===== src/rtl/core/snft_pkg.sv =====
// shared types and constants of the spectral noise floor trigger
// no dependencies
package snft_pkg;

   localparam int AMP_W      = 16;
   localparam int PF_W       = 18;
   localparam int AREA_W     = 17;
   localparam int HIST_W     = 10;
   localparam int FB_W       = 8;
   localparam int CSR_IDX_W  = 2;
   localparam int CSR_DATA_W = 10;
   localparam int GAIN_W     = 9;

   // register indexes
   localparam logic [CSR_IDX_W-1:0] CSR_HISTORY_LEN = 2'd0;
   localparam logic [CSR_IDX_W-1:0] CSR_ARMED       = 2'd1;
   localparam logic [CSR_IDX_W-1:0] CSR_FIRST_BIN   = 2'd2;

   localparam logic [HIST_W-1:0] HIST_RESET  = 10'd430;
   localparam logic [FB_W-1:0]   FIRST_RESET = 8'd10;

   // 1.2 in q8 units, 0.2 in q8.8, and area > 1.0 means root > 256 + 51
   localparam logic [GAIN_W-1:0] GAIN_MUL = 9'd307;
   localparam int AREA_BIAS = 51;
   localparam int TRIG_ROOT = 307;

   typedef struct packed {
      logic start;
      logic is_sqrt;
   } unit_cmd_type;

endpackage


===== src/rtl/core/snft_divsqrt.sv =====
// shared bit-serial unit: restoring divide or integer square root
// depends on snft_pkg
module snft_divsqrt import snft_pkg::*; #(
   parameter int SUMW = 25,
   parameter int RADW = 32,
   parameter int LENW = 10,
   parameter int QW   = (SUMW > RADW / 2) ? SUMW : RADW / 2
) (
   input  logic            clock,
   input  logic            reset,
   input  unit_cmd_type    cmd,
   input  logic [SUMW-1:0] div_value,
   input  logic [LENW-1:0] divisor,
   input  logic [RADW-1:0] sqrt_value,
   output logic            done,
   output logic [QW-1:0]   result
);

   localparam int ROOTW = RADW / 2;
   localparam int SW    = (SUMW > RADW) ? SUMW : RADW;
   localparam int RW    = (LENW + 1 > ROOTW + 3) ? LENW + 1 : ROOTW + 3;
   localparam int STMAX = (SUMW > ROOTW) ? SUMW : ROOTW;
   localparam int CNTW  = $clog2(STMAX + 1);

   logic [SW-1:0]   src_ff, src_in;
   logic [RW-1:0]   rem_ff, rem_in;
   logic [QW-1:0]   q_ff, q_in;
   logic [LENW-1:0] div_ff, div_in;
   logic [CNTW-1:0] cnt_ff, cnt_in;
   logic            busy_ff, busy_in;
   logic            sqrt_ff, sqrt_in;
   logic            done_ff, done_in;

   logic [RW-1:0] shifted;
   logic [RW-1:0] trial;
   logic          ge;

   always_comb begin
      if (sqrt_ff) begin
         shifted = {rem_ff[RW-3:0], src_ff[SW-1 -: 2]};
         trial   = RW'({q_ff[ROOTW-1:0], 2'b01});
      end else begin
         shifted = {rem_ff[RW-2:0], src_ff[SW-1]};
         trial   = RW'(div_ff);
      end
      ge = (shifted >= trial);
   end

   always_comb begin
      src_in  = src_ff;
      rem_in  = rem_ff;
      q_in    = q_ff;
      div_in  = div_ff;
      cnt_in  = cnt_ff;
      busy_in = busy_ff;
      sqrt_in = sqrt_ff;
      done_in = 1'b0;
      if (cmd.start) begin
         sqrt_in = cmd.is_sqrt;
         div_in  = divisor;
         rem_in  = '0;
         q_in    = '0;
         busy_in = 1'b1;
         if (cmd.is_sqrt) begin
            src_in = SW'(sqrt_value) << (SW - RADW);
            cnt_in = CNTW'(ROOTW);
         end else begin
            src_in = SW'(div_value) << (SW - SUMW);
            cnt_in = CNTW'(SUMW);
         end
      end else if (busy_ff) begin
         rem_in = ge ? (shifted - trial) : shifted;
         q_in   = {q_ff[QW-2:0], ge};
         src_in = sqrt_ff ? (src_ff << 2) : (src_ff << 1);
         cnt_in = cnt_ff - 1'b1;
         if (cnt_ff == CNTW'(1)) begin
            busy_in = 1'b0;
            done_in = 1'b1;
         end
      end
   end

   always_ff @(posedge clock) begin
      if (reset) begin
         busy_ff <= 1'b0;
         done_ff <= 1'b0;
         cnt_ff  <= '0;
         sqrt_ff <= 1'b0;
      end else begin
         busy_ff <= busy_in;
         done_ff <= done_in;
         cnt_ff  <= cnt_in;
         sqrt_ff <= sqrt_in;
      end
   end

   always_ff @(posedge clock) begin
      src_ff <= src_in;
      rem_ff <= rem_in;
      q_ff   <= q_in;
      div_ff <= div_in;
   end

   assign done   = done_ff;
   assign result = q_ff;

endmodule


===== config.mk =====
export PLATFORM = sky130hd
export DESIGN_NAME = snft_divsqrt
export DESIGN_NICKNAME = d
export VERILOG_FILES = /design/src/rtl/core/snft_pkg.sv /design/src/rtl/core/snft_divsqrt.sv
export SDC_FILE = /design/constraint.sdc
export NUM_CORES = 1
export LEC_CHECK = 0
export ABC_AREA = 1
export CAP_MARGIN = 10
export CORE_MARGIN = 2
export CORE_UTILIZATION = 50
export CTS_CLUSTER_SIZE = 14
export DETAILED_ROUTE_END_ITERATION = 12
export DONT_BUFFER_PORTS = 1
export PLACE_DENSITY = 0.68
export SLEW_MARGIN = 0
export SYNTH_ARGS = -nofsm -noshare
export SYNTH_HDL_FRONTEND = slang
export SYNTH_SLANG_ARGS = --single-unit

===== constraint.sdc =====
create_clock -name clock -period 2.4 [get_ports clock]
set_clock_uncertainty 0.1 [all_clocks]
set_input_delay 0.36 -clock clock [delete_from_list [all_inputs] [get_ports clock]]
set_output_delay 0.36 -clock clock [all_outputs]
set_load 0.005 [all_outputs]

# == Word-level counts from Yosys, hierarchy flattened ==
# Cells that the tools add are included.
# W data, S select, Z words.
# totals
regBits,93
in_bits,71
out_inout_bits,26
# op_classes
addsub,2
n_lt_le_gt_ge,1
eq_ne,1
muxes,14
bitwise,1
reduce_logical,2
# ops
cell,count
$mux W32,4
$mux W18,2
$ge A19 B18 Y1,1
$mux W19,1
$sub A18 B18 Y18,1
$mux W5,2
$eq A5 B1 Y1 const B,1
$sub A5 B1 Y5 const B,1
$mux W1,4
$mux W4,1
$reduce_or A3 Y1,1
$reduce_bool A2 Y1,1
$not A1 Y1,1

# == Depth between registers and ports, before layout ==
# logic_depth
ltp_word,4
mapped_depth,20

# == Worst setup path before layout ==
# No wires, ideal clock.
# synth_path
path_kind,flip-flop to flip-flop
startpoint,reg sqrt_ff
endpoint,reg rem_ff[12]
setup_ps,112
arrival_time_ps,2383
t_required_ps,2188
slack_ps,-195
path_stages_with_launch,16
n_path_buf,4
synth_period_minus_slack_ps,2595
cell_sequence,dfxtp_1 > buf_6 > clkbuf_1 > clkbuf_1 > o21ai_0 > ha_1 > nand2_1 > nor2_4 > inv_2 > nor2_4 > nand3_4 > nand4_4 > buf_12 > nand3_2 > nand2_1 > nand2_1
# synth_between
elab_chain_len,3
word_cells_on_any_way,5
# synth_lines
item,line_no,source
"start, declared",snft_divsqrt.sv:31,"logic sqrt_ff, sqrt_in;"
"start signal, assigned",snft_divsqrt.sv:93,sqrt_ff <= sqrt_in;
$mux W19 or $mux W18 (tied branches),snft_divsqrt.sv:39,if (sqrt_ff) begin
$sub A18 B18 Y18 or $ge A19 B18 Y1 (tied branches),"snft_divsqrt.sv:72, snft_divsqrt.sv:46",
$mux W18 (*),snft_divsqrt.sv:72,rem_in = ge ? (shifted - trial) : shifted;
"end signal, assigned",snft_divsqrt.sv:99,rem_ff <= rem_in;
"end, declared",snft_divsqrt.sv:26,"logic [RW-1:0] rem_ff, rem_in;"
# Mark *: on every way between the ends. The rest lies on a longest branch, timed or not.
# A chain may end at the register's enable or synchronous reset.

# == Final worst setup path ==
# layout_path
startpoint,reg sqrt_ff
endpoint,reg rem_ff[5]
# Same word-level chain as after synthesis.

==> metrics.yaml <==
max_slew_margin_pct: 34.40
yosys_warnings: 0
rsz0062_at_grt: "true"
hold_class: "input pin to flip-flop"
clkTransAtPathRegs_ps: 90
grt_pass1_wl_um: 24190
ys_ff_latch: 93
drc_errors: 0
numCtsBuffers: 9
finalSetupViolCount: 19
crit_type: "flip-flop to flip-flop"
htreeDepth: 3
finalSetupTns_ps: -2901
cts_tree: "done"
fin_ws_ps: -188.9
finalCritPeriodShare_pct: 107.9
status: "complete, but fails checks"
final_nets: 927
overflow: 0
power_uw: 8685
clock_sinks: 93
cp.required_ps: 2570
initialDrtViolationCount: 411
slew_viol_final: 0
area_delta_synth_final_pct: 33.83
cts-root-buf: "clkbuf_8"
routedWlPerCell_um: 17.09
start_util_pct: 51.30
synth_area_um2: 5585
power.leakage_uw: 0.003320
grt_max_degree: 33
finalHoldViolations: 0
arrival_ps: 2760
peakVddDrop_mv: 0.6559
insertion_delay_ps: 380
violations: "negative setup slack"
place_congestion: 0.9480
max-cap-violations: 0
cp-start-kind: "flip-flop"
num_vias: 5546
antenna_left: 0
die_h_um: 109.7
firstDrtPassIters: 5
die_x_um: 109.7
power_density_nw_per_um2: 1162
grt_pass1_vias: 4960
routed_via_density: 5.659
cts_max_path_buffers: 2
antenna_found_initial: 0
synth_cell_types: 37
dp.final_hpwl_um: 11210
netlist_instances: 738
pre_cts_slack_ps: -238.1
core_um2: 10890
antenna_cells: 0
end_kind: "flip-flop"
core.rowCount: 38
fp.dieArea_um2: 12030
fin_crit_ps: 2589
worst_pin_slew_ps: 983.0
syn_area_per_cell_um2: 7.568
port_buffers: 0
layout-drive-gt1-share_pct: 29.64
cp_max_fo: 7
routed_wl_um: 16750
yosysSeqAreaShare_pct: 40.86
io-pin-count: 97
fmax_mhz: 386.3
synthesis.nets: 830
track_usage_pct: 26.24
## worst max-delay path, cell delays in order (launching register included)
cell and delay (ps):
dfxtp_4 410, buf_12 150, buf_8 140, o21ai_4 160, inv_2 70, ha_4 270, nand2_4 80, inv_2 40
nand2_2 60, nand2_2 70, buf_6 130, a21oi_4 160, buf_4 150, nand4_4 190, nand2_1 110, nand2_1 60
nand2_1 60, nand2_1 60
## flip-flops by register name, summed over array words and instances (netlist names)
register  count
src_ff       32
result       25
rem_ff       18
div_ff       10
cnt_ff        5
busy_ff       1
done          1
sqrt_ff       1
## path summary, 6_finish.rpt
check | startpoint | endpoint | slack [ps] | cells past startpoint
worst max-delay path | sqrt_ff | rem_ff[5] | -190 | 17
worst min-delay path | cmd[1] | busy_ff | 50 | 2
worst max register to register | sqrt_ff | rem_ff[5] | -190 | 17
worst min register to register | rem_ff[9] | rem_ff[9] | 360 | 2
## area by class of cell
cell class                      count  area (µm²)
Fill cell                         825        3413
Multi-Input combinational cell    484        3222
Sequential cell                    93        2286
Timing Repair Buffer              115        1081
Inverter                          132       503.0
Tap cell                          140       175.2
Clock buffer                       12       135.1
Clock inverter                      4       72.57
## timing repair
action | CTS | global route
endpoints found under the setup margin | 19 | 19
cloned | 1 | 3
hold buffers | 12 | 0
resized for setup | 30 | 90
pin swaps | 6 | 30
hold endpoints to repair | 24 | 0
setup buffers | 5 | 16
## synthesized netlist by cell type (all sizes together)
| master | number | share of area (%) |
|---|---|---|
| nand2 | 230 | 16 |
| inv | 130 | 8.7 |
| dfxtp | 51 | 18 |
| edfxtp | 42 | 23 |
| nand3 | 39 | 4.1 |
| o21ai | 30 | 2.7 |
| a22oi | 25 | 3.4 |
| nor2 | 25 | 2.4 |
| o221ai | 24 | 3.8 |
| o22ai | 24 | 2.7 |
| clkbuf | 23 | 1.5 |
| ha | 20 | 4.5 |
| a21oi | 17 | 1.7 |
| nand4 | 16 | 2.1 |
| or2 | 8 | 0.90 |
| xnor2 | 8 | 1.3 |
| buf | 7 | 1.1 |
| nand3b | 4 | 0.54 |
| o211ai | 4 | 0.54 |
| nor3 | 3 | 0.27 |
| clkinv | 2 | 0.13 |
| o21bai | 2 | 0.27 |
| a31oi | 1 | 0.11 |
| fa | 1 | 0.36 |
| o32ai | 1 | 0.16 |
| xor2 | 1 | 0.16 |
## cell usage in the layout (no fill, tap or decap), types with 4 or more instances in the layout
cell type,netlist,final
a21oi_1,15,10
a21oi_2,2,4
a22oi_1,25,25
buf_12,1,6
buf_4,1,80
buf_6,1,12
clkbuf_8,0,9
dfxtp_1,51,50
dlygate4sd3_1,0,12
edfxtp_1,42,42
ha_1,20,4
ha_4,0,15
inv_1,126,115
inv_2,4,15
nand2_1,218,184
nand2_2,12,39
nand2_4,0,7
nand3_1,34,28
nand3_2,4,9
nand3b_1,4,4
nand4_1,15,15
nor2_1,18,14
nor2_2,3,5
nor2_4,4,6
o211ai_1,4,4
o21ai_0,30,9
o21ai_1,0,7
o21ai_2,0,7
o21ai_4,0,7
o221ai_1,24,24
o22ai_1,24,24
or2_2,8,4
or2_4,0,4
xnor2_1,8,8
## report_power, final
part	internal, µW	switching [µW]	leakage, µW
Sequential	1900	168	0.000845
Clock	587	552	0.000102
Combinational	2570	2910	0.00237
## through the flow
| stage | util [%] | hold WS, ps | cells | cell area [µm²] |
|---|---|---|---|---|
| after CTS | 63.81 | 34.07 | 961 | 6948 |
| after floorplan | - | 325.8 | 738 | 5769 |
| after detailed placement | 58.84 | 325.0 | 927 | 6406 |
| after global routing | 68.65 | 55.26 | 980 | 7475 |
| after global placement | 58.84 | 327.8 | 927 | 6406 |
| final | 68.65 | 53.27 | 980 | 7475 |
## cell families (layout without fill, tap and decap cells)
family / Yosys count / after routing / synth area share [%]
DFF: 93 / 93 / 40.86
AOI/OAI and AO/OA: 128 / 128 / 15.23
xor gates and xnor gates: 9 / 9 / 1.411
adders and majority gates: 21 / 21 / 4.839
buffers and inverters: 162 / 263 / 11.47
and+or+nand+nor: 325 / 326 / 26.19
## per-layer routing
layer	global-route usage [%]	vias up	wire (µm)
met5	0	-	0
met4	8.861	0	408
met3	5.928	42	1152
met2	40.43	262	7910
met1	36.43	2592	7281
li1	-	2650	-
No activity file was read; power rests on OpenSTA's default activity.
